## src/rtl/bounded_deque_with_positional_remove_assert.svh

```systemverilog
// Assertion macros shared by the deque RTL.
// Clocked on clk_i and disabled while rst_ni is low.
`ifndef BOUNDED_DEQUE_WITH_POSITIONAL_REMOVE_ASSERT_SVH
`define BOUNDED_DEQUE_WITH_POSITIONAL_REMOVE_ASSERT_SVH

`ifndef SYNTHESIS
// Same-cycle implication.
`define BDQ_ASSERT_IMP(name, ante, cons, msg) \
  name: assert property (@(posedge clk_i) disable iff (!rst_ni) (ante) |-> (cons)) \
    else $error(msg);
// Next-cycle implication.
`define BDQ_ASSERT_NEXT(name, ante, cons, msg) \
  name: assert property (@(posedge clk_i) disable iff (!rst_ni) (ante) |=> (cons)) \
    else $error(msg);
`else
`define BDQ_ASSERT_IMP(name, ante, cons, msg)
`define BDQ_ASSERT_NEXT(name, ante, cons, msg)
`endif

`endif

```

## src/rtl/bdq_pkg.sv

```systemverilog
`timescale 1ns / 1ps
package bdq_pkg;

  localparam int unsigned ActionW = 3;
  localparam int unsigned ValueW  = 32;
  localparam int unsigned AmountW = 16;
  localparam int unsigned EntryW  = 5;

  typedef enum logic [ActionW-1:0] {
    ACT_PUSH_BACK     = 3'd0,
    ACT_PUSH_FRONT    = 3'd1,
    ACT_POP_FRONT     = 3'd2,
    ACT_POP_BACK      = 3'd3,
    ACT_REMOVE_AT     = 3'd4,
    ACT_REMOVE_LAST_N = 3'd5,
    ACT_APPEND_SIZE   = 3'd6,
    ACT_APPEND_RANGE  = 3'd7
  } act_e;

  typedef enum logic [3:0] {
    OP_NONE,
    OP_CAPTURE,
    OP_EXEC,
    OP_SHIFT_RD,
    OP_SHIFT_WR,
    OP_SHIFT_END,
    OP_FILL,
    OP_RD_FRONT,
    OP_RD_BACK,
    OP_LOAD_OUT
  } dp_op_e;

  typedef enum logic [3:0] {
    ST_IDLE,
    ST_EXEC,
    ST_SHIFT_RD,
    ST_SHIFT_WR,
    ST_FILL,
    ST_RD_FRONT,
    ST_RD_BACK,
    ST_FINISH
  } state_e;

  typedef struct packed {
    act_e act;
    logic pos_ok;
    logic shift_more;
    logic fill_more;
    logic refused;
    logic full;
  } dp_status_t;

endpackage

```

## src/rtl/bdq_dpath.sv

```systemverilog
`timescale 1ns / 1ps
module bdq_dpath #(
  parameter int unsigned CAPACITY = 16
) (
  input  logic                              clk_i,
  input  logic                              rst_ni,
  input  bdq_pkg::dp_op_e                   cmd_i,
  output bdq_pkg::dp_status_t               status_o,
  input  logic [bdq_pkg::ActionW-1:0]       action_i,
  input  logic signed [bdq_pkg::ValueW-1:0] item_value_i,
  input  logic [bdq_pkg::AmountW-1:0]       amount_i,
  output logic [bdq_pkg::EntryW-1:0]        entry_count_o,
  output logic                              is_empty_o,
  output logic signed [bdq_pkg::ValueW-1:0] front_value_o,
  output logic signed [bdq_pkg::ValueW-1:0] back_value_o,
  output logic                              overflowed_o
);

  localparam int unsigned AW = $clog2(CAPACITY);
  localparam int unsigned CW = $clog2(CAPACITY + 1);
  localparam int unsigned VW = bdq_pkg::ValueW;
  localparam int unsigned NW = bdq_pkg::AmountW;
  localparam int unsigned EW = bdq_pkg::EntryW;
  localparam logic [CW-1:0] CapC    = CW'(CAPACITY);
  localparam logic [CW:0]   CapWide = (CW + 1)'(CAPACITY);
  localparam logic [AW-1:0] LastIdx = AW'(CAPACITY - 1);

  logic [VW-1:0] store_q [CAPACITY];
  logic [VW-1:0] rd_data_q;

  logic [AW-1:0] head_q, head_d;
  logic [CW-1:0] count_q, count_d;
  logic [CW-1:0] idx_q, idx_d;
  logic [CW-1:0] fill_n_q, fill_n_d;
  logic          refused_q, refused_d;
  bdq_pkg::act_e action_q, action_d;
  logic [VW-1:0] value_q, value_d;
  logic [NW-1:0] amount_q, amount_d;
  logic [VW-1:0] front_q, front_d;

  logic [EW-1:0] out_count_q, out_count_d;
  logic          out_empty_q, out_empty_d;
  logic [VW-1:0] out_front_q, out_front_d;
  logic [VW-1:0] out_back_q, out_back_d;
  logic          out_ovf_q, out_ovf_d;

  logic          wr_en, rd_en;
  logic [AW-1:0] wr_addr, rd_addr;
  logic [VW-1:0] wr_data;

  logic [CW-1:0]    idx_p1, count_p1, count_m1, free_cnt;
  logic [NW+CW-1:0] count_wide, free_wide;
  logic [NW-1:0]    count_amt, free_amt;
  logic [VW+CW-1:0] count_p1_wide, idx_p1_wide;
  logic [EW+CW-1:0] count_ent_wide;
  logic [AW-1:0]    head_p1, head_m1;
  logic             full, empty;

  // Ring position of the entry at the given offset from the head.
  function automatic logic [AW-1:0] slot(input logic [AW-1:0] head,
                                         input logic [CW-1:0] off);
    logic [CW:0] sum;
    sum = (CW + 1)'(head) + (CW + 1)'(off);
    if (sum >= CapWide) begin
      sum = sum - CapWide;
    end
    return sum[AW-1:0];
  endfunction

  assign idx_p1         = idx_q + CW'(1);
  assign count_p1       = count_q + CW'(1);
  assign count_m1       = (count_q == '0) ? '0 : count_q - CW'(1);
  assign free_cnt       = CapC - count_q;
  assign count_wide     = {{NW{1'b0}}, count_q};
  assign count_amt      = count_wide[NW-1:0];
  assign free_wide      = {{NW{1'b0}}, free_cnt};
  assign free_amt       = free_wide[NW-1:0];
  assign count_p1_wide  = {{VW{1'b0}}, count_p1};
  assign idx_p1_wide    = {{VW{1'b0}}, idx_p1};
  assign count_ent_wide = {{EW{1'b0}}, count_q};
  assign head_p1        = (head_q == LastIdx) ? '0 : head_q + AW'(1);
  assign head_m1        = (head_q == '0) ? LastIdx : head_q - AW'(1);
  assign full           = (count_q == CapC);
  assign empty          = (count_q == '0);

  always_comb begin
    head_d      = head_q;
    count_d     = count_q;
    idx_d       = idx_q;
    fill_n_d    = fill_n_q;
    refused_d   = refused_q;
    action_d    = action_q;
    value_d     = value_q;
    amount_d    = amount_q;
    front_d     = front_q;
    out_count_d = out_count_q;
    out_empty_d = out_empty_q;
    out_front_d = out_front_q;
    out_back_d  = out_back_q;
    out_ovf_d   = out_ovf_q;
    wr_en       = 1'b0;
    wr_addr     = slot(head_q, count_q);
    wr_data     = value_q;
    rd_en       = 1'b0;
    rd_addr     = head_q;
    unique case (cmd_i)
      bdq_pkg::OP_NONE: begin
      end
      bdq_pkg::OP_CAPTURE: begin
        action_d = bdq_pkg::act_e'(action_i);
        value_d  = item_value_i;
        amount_d = amount_i;
      end
      bdq_pkg::OP_EXEC: begin
        refused_d = 1'b0;
        unique case (action_q)
          bdq_pkg::ACT_PUSH_BACK: begin
            if (full) begin
              refused_d = 1'b1;
            end else begin
              wr_en   = 1'b1;
              count_d = count_p1;
            end
          end
          bdq_pkg::ACT_PUSH_FRONT: begin
            if (full) begin
              refused_d = 1'b1;
            end else begin
              head_d  = head_m1;
              wr_addr = head_m1;
              wr_en   = 1'b1;
              count_d = count_p1;
            end
          end
          bdq_pkg::ACT_POP_FRONT: begin
            if (!empty) begin
              head_d  = head_p1;
              count_d = count_m1;
            end
          end
          bdq_pkg::ACT_POP_BACK: begin
            count_d = count_m1;
          end
          bdq_pkg::ACT_REMOVE_AT: begin
            idx_d = amount_q[CW-1:0] - CW'(1);
          end
          bdq_pkg::ACT_REMOVE_LAST_N: begin
            count_d = (amount_q >= count_amt) ? '0 : count_q - amount_q[CW-1:0];
          end
          bdq_pkg::ACT_APPEND_SIZE: begin
            if (full) begin
              refused_d = 1'b1;
            end else begin
              wr_data = count_p1_wide[VW-1:0];
              wr_en   = 1'b1;
              count_d = count_p1;
            end
          end
          bdq_pkg::ACT_APPEND_RANGE: begin
            idx_d = '0;
            if (amount_q > free_amt) begin
              fill_n_d  = free_cnt;
              refused_d = 1'b1;
            end else begin
              fill_n_d = amount_q[CW-1:0];
            end
          end
          default: begin
          end
        endcase
      end
      bdq_pkg::OP_SHIFT_RD: begin
        rd_en   = 1'b1;
        rd_addr = slot(head_q, idx_p1);
      end
      bdq_pkg::OP_SHIFT_WR: begin
        wr_en   = 1'b1;
        wr_addr = slot(head_q, idx_q);
        wr_data = rd_data_q;
        idx_d   = idx_p1;
      end
      bdq_pkg::OP_SHIFT_END: begin
        count_d = count_m1;
      end
      bdq_pkg::OP_FILL: begin
        wr_en   = 1'b1;
        wr_data = idx_p1_wide[VW-1:0];
        count_d = count_p1;
        idx_d   = idx_p1;
      end
      bdq_pkg::OP_RD_FRONT: begin
        rd_en   = 1'b1;
        rd_addr = head_q;
      end
      bdq_pkg::OP_RD_BACK: begin
        rd_en   = 1'b1;
        rd_addr = slot(head_q, count_m1);
        front_d = rd_data_q;
      end
      bdq_pkg::OP_LOAD_OUT: begin
        out_count_d = count_ent_wide[EW-1:0];
        out_empty_d = empty;
        out_front_d = empty ? '0 : front_q;
        out_back_d  = empty ? '0 : rd_data_q;
        out_ovf_d   = refused_q;
      end
      default: begin
      end
    endcase
  end

  always_ff @(posedge clk_i or negedge rst_ni) begin
    if (!rst_ni) begin
      head_q  <= '0;
      count_q <= '0;
    end else begin
      head_q  <= head_d;
      count_q <= count_d;
    end
  end

  always_ff @(posedge clk_i) begin
    idx_q       <= idx_d;
    fill_n_q    <= fill_n_d;
    refused_q   <= refused_d;
    action_q    <= action_d;
    value_q     <= value_d;
    amount_q    <= amount_d;
    front_q     <= front_d;
    out_count_q <= out_count_d;
    out_empty_q <= out_empty_d;
    out_front_q <= out_front_d;
    out_back_q  <= out_back_d;
    out_ovf_q   <= out_ovf_d;
  end

  always_ff @(posedge clk_i) begin
    if (wr_en) begin
      store_q[wr_addr] <= wr_data;
    end
  end

  always_ff @(posedge clk_i) begin
    if (rd_en) begin
      rd_data_q <= store_q[rd_addr];
    end
  end

  assign status_o.act        = action_q;
  assign status_o.pos_ok     = (amount_q != '0) && (amount_q <= count_amt);
  assign status_o.shift_more = (idx_p1 < count_q);
  assign status_o.fill_more  = (idx_q < fill_n_q);
  assign status_o.refused    = refused_q;
  assign status_o.full       = full;

  assign entry_count_o = out_count_q;
  assign is_empty_o    = out_empty_q;
  assign front_value_o = out_front_q;
  assign back_value_o  = out_back_q;
  assign overflowed_o  = out_ovf_q;

endmodule

```

## src/rtl/bdq_ctrl.sv

```systemverilog
`timescale 1ns / 1ps
module bdq_ctrl (
  input  logic                clk_i,
  input  logic                rst_ni,
  input  logic                in_valid_i,
  output logic                in_stall_o,
  output logic                out_valid_o,
  input  logic                out_stall_i,
  input  bdq_pkg::dp_status_t status_i,
  output bdq_pkg::dp_op_e     cmd_o
);

  bdq_pkg::state_e state_q, state_d;
  logic            out_valid_q, out_valid_d;
  logic            load_ok;

  // The result register may be refilled when empty or drained this cycle.
  assign load_ok = !out_valid_q || !out_stall_i;

  always_comb begin
    state_d = state_q;
    unique case (state_q)
      bdq_pkg::ST_IDLE: begin
        if (in_valid_i) begin
          state_d = bdq_pkg::ST_EXEC;
        end
      end
      bdq_pkg::ST_EXEC: begin
        if (status_i.act == bdq_pkg::ACT_REMOVE_AT && status_i.pos_ok) begin
          state_d = bdq_pkg::ST_SHIFT_RD;
        end else if (status_i.act == bdq_pkg::ACT_APPEND_RANGE) begin
          state_d = bdq_pkg::ST_FILL;
        end else begin
          state_d = bdq_pkg::ST_RD_FRONT;
        end
      end
      bdq_pkg::ST_SHIFT_RD: begin
        state_d = status_i.shift_more ? bdq_pkg::ST_SHIFT_WR : bdq_pkg::ST_RD_FRONT;
      end
      bdq_pkg::ST_SHIFT_WR: begin
        state_d = bdq_pkg::ST_SHIFT_RD;
      end
      bdq_pkg::ST_FILL: begin
        if (!status_i.fill_more) begin
          state_d = bdq_pkg::ST_RD_FRONT;
        end
      end
      bdq_pkg::ST_RD_FRONT: begin
        state_d = bdq_pkg::ST_RD_BACK;
      end
      bdq_pkg::ST_RD_BACK: begin
        state_d = bdq_pkg::ST_FINISH;
      end
      bdq_pkg::ST_FINISH: begin
        if (load_ok) begin
          state_d = bdq_pkg::ST_IDLE;
        end
      end
      default: begin
        state_d = bdq_pkg::ST_IDLE;
      end
    endcase
  end

  always_comb begin
    cmd_o = bdq_pkg::OP_NONE;
    unique case (state_q)
      bdq_pkg::ST_IDLE: begin
        cmd_o = in_valid_i ? bdq_pkg::OP_CAPTURE : bdq_pkg::OP_NONE;
      end
      bdq_pkg::ST_EXEC: begin
        cmd_o = bdq_pkg::OP_EXEC;
      end
      bdq_pkg::ST_SHIFT_RD: begin
        cmd_o = status_i.shift_more ? bdq_pkg::OP_SHIFT_RD : bdq_pkg::OP_SHIFT_END;
      end
      bdq_pkg::ST_SHIFT_WR: begin
        cmd_o = bdq_pkg::OP_SHIFT_WR;
      end
      bdq_pkg::ST_FILL: begin
        cmd_o = status_i.fill_more ? bdq_pkg::OP_FILL : bdq_pkg::OP_NONE;
      end
      bdq_pkg::ST_RD_FRONT: begin
        cmd_o = bdq_pkg::OP_RD_FRONT;
      end
      bdq_pkg::ST_RD_BACK: begin
        cmd_o = bdq_pkg::OP_RD_BACK;
      end
      bdq_pkg::ST_FINISH: begin
        cmd_o = load_ok ? bdq_pkg::OP_LOAD_OUT : bdq_pkg::OP_NONE;
      end
      default: begin
        cmd_o = bdq_pkg::OP_NONE;
      end
    endcase
  end

  always_comb begin
    if (cmd_o == bdq_pkg::OP_LOAD_OUT) begin
      out_valid_d = 1'b1;
    end else if (!out_stall_i) begin
      out_valid_d = 1'b0;
    end else begin
      out_valid_d = out_valid_q;
    end
  end

  always_ff @(posedge clk_i or negedge rst_ni) begin
    if (!rst_ni) begin
      state_q     <= bdq_pkg::ST_IDLE;
      out_valid_q <= 1'b0;
    end else begin
      state_q     <= state_d;
      out_valid_q <= out_valid_d;
    end
  end

  assign in_stall_o  = (state_q != bdq_pkg::ST_IDLE);
  assign out_valid_o = out_valid_q;

endmodule

```

## src/rtl/bounded_deque_with_positional_remove.sv

```systemverilog
`timescale 1ns / 1ps
`include "bounded_deque_with_positional_remove_assert.svh"
// Bounded double-ended queue of signed 32-bit values held in a ring memory.
// The input channel (in_valid_i / in_stall_o) carries one action per transfer,
// with its value and amount; the output channel (out_valid_o / out_stall_i)
// returns exactly one result per action, describing the deque afterwards.
// A transfer happens on a rising edge where valid is high and stall is low.
// Every action runs through the value memory, one access at a time. A plain
// push, pop, remove-last-N or append-size steps through execute, read front,
// read back and finish; finish loads the output register when it may be
// refilled, then returns to idle for the next input. A positional remove
// adds one read and one write per entry moved toward the head, then an end
// step; an append of a range adds one write per value, then an end step.
// The result sits in an output register, so while the receiver stalls the
// block still takes the next input; it then holds that result until the
// register drains. Reset empties the deque and drops any pending result; the
// memory contents are not cleared; an empty deque reports zero at both ends.
module bounded_deque_with_positional_remove #(
  parameter int unsigned CAPACITY = 16
) (
  input  logic                              clk_i,
  input  logic                              rst_ni,
  input  logic                              in_valid_i,
  output logic                              in_stall_o,
  input  logic [bdq_pkg::ActionW-1:0]       action_i,
  input  logic signed [bdq_pkg::ValueW-1:0] item_value_i,
  input  logic [bdq_pkg::AmountW-1:0]       amount_i,
  output logic                              out_valid_o,
  input  logic                              out_stall_i,
  output logic [bdq_pkg::EntryW-1:0]        entry_count_o,
  output logic                              is_empty_o,
  output logic signed [bdq_pkg::ValueW-1:0] front_value_o,
  output logic signed [bdq_pkg::ValueW-1:0] back_value_o,
  output logic                              overflowed_o
);

  // Command from the controller and status back from the datapath.
  bdq_pkg::dp_op_e     dp_cmd;
  bdq_pkg::dp_status_t dp_status;

  bdq_ctrl u_ctrl (
    .clk_i       (clk_i),
    .rst_ni      (rst_ni),
    .in_valid_i  (in_valid_i),
    .in_stall_o  (in_stall_o),
    .out_valid_o (out_valid_o),
    .out_stall_i (out_stall_i),
    .status_i    (dp_status),
    .cmd_o       (dp_cmd)
  );

  bdq_dpath #(
    .CAPACITY (CAPACITY)
  ) u_dpath (
    .clk_i         (clk_i),
    .rst_ni        (rst_ni),
    .cmd_i         (dp_cmd),
    .status_o      (dp_status),
    .action_i      (action_i),
    .item_value_i  (item_value_i),
    .amount_i      (amount_i),
    .entry_count_o (entry_count_o),
    .is_empty_o    (is_empty_o),
    .front_value_o (front_value_o),
    .back_value_o  (back_value_o),
    .overflowed_o  (overflowed_o)
  );

  // Once an action is taken, the block is busy on the following cycle.
  `BDQ_ASSERT_NEXT(a_busy_after_accept, in_valid_i && !in_stall_o, in_stall_o, "no busy after accept")
  // An empty deque reports zero for both ends.
  `BDQ_ASSERT_IMP(a_empty_zero, out_valid_o && is_empty_o, front_value_o == '0 && back_value_o == '0, "empty result not zero")
  // A refused push or append can only be reported with the deque full.
  `BDQ_ASSERT_IMP(a_refused_full, dp_cmd == bdq_pkg::OP_LOAD_OUT && dp_status.refused, dp_status.full, "overflow without full deque")

endmodule
```

## config.mk

```make
export PLATFORM = sky130hd
export DESIGN_NAME = bounded_deque_with_positional_remove
export DESIGN_NICKNAME = d
export VERILOG_FILES = /design/src/rtl/bdq_pkg.sv /design/src/rtl/bdq_dpath.sv /design/src/rtl/bdq_ctrl.sv /design/src/rtl/bounded_deque_with_positional_remove.sv
export VERILOG_INCLUDE_DIRS = /design/src /design/src/rtl
export SDC_FILE = /design/constraint.sdc
export NUM_CORES = 1
export LEC_CHECK = 0
export BUFFER_PORTS_ARGS = -buffer_cell sky130_fd_sc_hd__buf_2
export CORE_MARGIN = 4
export CORE_UTILIZATION = 55
export CTS_CLUSTER_DIAMETER = 40
export DETAILED_ROUTE_END_ITERATION = 8
export PLACE_DENSITY = 0.85
export SLEW_MARGIN = 20
export SYNTH_ARGS = -nofsm -noshare
export SYNTH_HDL_FRONTEND = slang
export SYNTH_HIERARCHICAL = 1
export SYNTH_SLANG_ARGS = --single-unit
```

## constraint.sdc

```tcl
create_clock -name clk_i -period 8.65 [get_ports clk_i]
set_input_delay 1.73 -clock clk_i [delete_from_list [all_inputs] [get_ports clk_i]]
set_output_delay 1.73 -clock clk_i [all_outputs]
set_load 0.01 [all_outputs]
```

==> qor.yml <==
routed_wl_um: 72210
cp.arrival_ns: 7.74
rr_worst_depth: 27
port_buffers: 127
route.detailed.drc: 0
critPathLaunchType: "flop"
drt_iter0_drc: 2813
num_antenna_cells: 0
min_to: "u_dpath/overflowed_o"
crit_path_end_kind: "flop"
grt_pass1_vias: 18050
syn_area_um2: 29580
postRouteAntennaNets: 0
die_area_um2: 57550
nFillCells: 3403
hp-start: "u_dpath/refused_q"
grt_overflow_total: 0
start_util_pct: 55.95
design.portCount: 128
finalHoldViolations: 0
clockRootBuffer: "clkbuf_16"
synth_warnings: 6
crit_type: "reg2reg"
maxSlewHeadroom_pct: 22.91
cts_tree: "done"
core-area_um2: 52870
die-height_um: 239.9
finalInstanceArea_um2: 33520
clk_latency_ns: 0.64
crit_buf_inv: 6
gp_congestion: 0.8688
die_w_um: 239.9
min_path_cells: 0
cp-startpoint: "u_dpath/idx_q[0]"
post_cts_resized: 0
viasPerCell: 6.486
hold_path.class: "reg2reg"
fin_setup_tns_ns: 0
max_stage_delay_ns: 0.68
clkTransAtPathRegs_ns: 0.06
cp_top_family: "compound AO/OA/AOI/OAI gates"
grt_max_degree: 161
worst_pin_slew_ns: 1.156
path_max_fanout: 44
rsz0062_at_grt: "false"
outcome: "finished clean"
worst_path_max_delay_cell: "or4b_1"
placedInstanceArea_um2: 30910
cap_violations: 0
grt_pass1_wl_um: 108000
cp_data_required_time_ns: 9.10
area_growth_pct: 13.33
layout-drive-gt1-share_pct: 19.27
fmax_mhz: 137.1
dp_hpwl_um: 38260
avgSynthCellArea_um2: 15.83
worst_r2r_endpoint: "u_dpath/rd_data_q[19]"
cts_setup_buffers: 0
cts_buffers: 80
via_count: 17900
cts_hold_buf: 0
grt_use_total_pct: 25.02
first_pass_iters: 6
skew_ns: 0.04523
fin_crit_sh_pct: 84.35
setup_viol: 0
clock-sinks: 722
final_nets: 2104
htreeDepth: 3
period_needed_ns: 7.296
cts_buffer_depth: 3
syn_inst: 1869
r2r-start: "u_dpath/idx_q[0]"
reg2reg_slack_ns: 1.35
rows: 84
antenna_found_initial: 4
cpMostUsedCell: "o21ai_0"
wl_per_cell_um: 26.17
drv_slew: 0
syn-num-nets: 1967
## cell usage in the layout (no fill, tap or decap), types with 5 or more instances in the layout
master        n
nor2_1       29
inv_1        32
a21oi_1      90
dfrtp_1      13
clkbuf_16    82
edfxtp_1    709
o22ai_1      11
buf_4        31
a221o_1       6
mux2i_1      39
a21o_1        6
nor2b_1      75
nor3_1        7
clkbuf_1     10
nand3_1      82
clkinv_2     17
o21ai_0      32
o21a_1        5
a31oi_1      36
a221oi_1      5
inv_6        13
xnor2_1      19
nand2b_1     17
nor2_4       13
clkinv_1      7
buf_2       127
a22o_1       27
xor2_1       10
ha_1         38
mux4_2       64
a22oi_1      68
clkinvlp_4    6
clkinv_4      5
nand2_1     253
## layer usage
layer	global-route usage, %	vias to the layer above	share of wire (%)
li1	-	7458	-
met1	33.07	8836	35
met4	11.77	0	4.0
met2	40.69	1367	49
met5	0	-	0
met3	4.875	234	12
## stage by stage
stage                     setup WS (ns)  hold WS [ns]  std cells  util, %
after global placement            1.867        0.4647       2612    58.48
after global routing             0.9546        0.4872       2759    63.41
after CTS                         1.508        0.4917       2759    63.40
final                             1.354        0.4805       2759    63.41
after floorplan                  0.4950        0.4003       1869        -
after detailed placement          1.646        0.4660       2612    58.48
## layout make-up
cell class | count | area (um2) | area share, %
clock inverter | 55 | 513.0 | 1.530
multi-input combinational | 1007 | 7365 | 21.97
tap | 688 | 860.8 | 2.568
timing repair buffer | 162 | 948.4 | 2.829
sequential | 722 | 21620 | 64.48
clock buffer | 92 | 2090 | 6.233
inverter | 33 | 128.9 | 0.3845
## flip-flops by register name, summed over array words and instances, names as in the netlist, 3 cells and up
register and count:
u_dpath/back_value_o 32, u_dpath/head_q 4, u_ctrl/state_q 3, u_dpath/idx_q 5, u_dpath/action_q 3, u_dpath/rd_data_q 32, u_dpath/fill_n_q 5, u_dpath/entry_count_o 5
u_dpath/front_q 32, u_dpath/value_q 32, u_dpath/front_value_o 32, u_dpath/store_q 512, u_dpath/amount_q 16, u_dpath/count_q 5
## how the worst max path moves through the flow
stage	end	slack, ns	depth (start not counted)
2_1_floorplan	u_dpath/back_value_o[0]	0.49	13
3_5_place_dp	u_dpath/rd_data_q[19]	1.65	26
3_3_place_gp	u_dpath/rd_data_q[21]	1.87	26
4_1_cts	u_dpath/rd_data_q[19]	1.51	27
5_1_grt	u_dpath/rd_data_q[12]	0.95	24
6_report	u_dpath/rd_data_q[19]	1.35	27
Power is not shown: default switching activity piles up to over one toggle a cycle in this logic, so the estimate is an artifact.
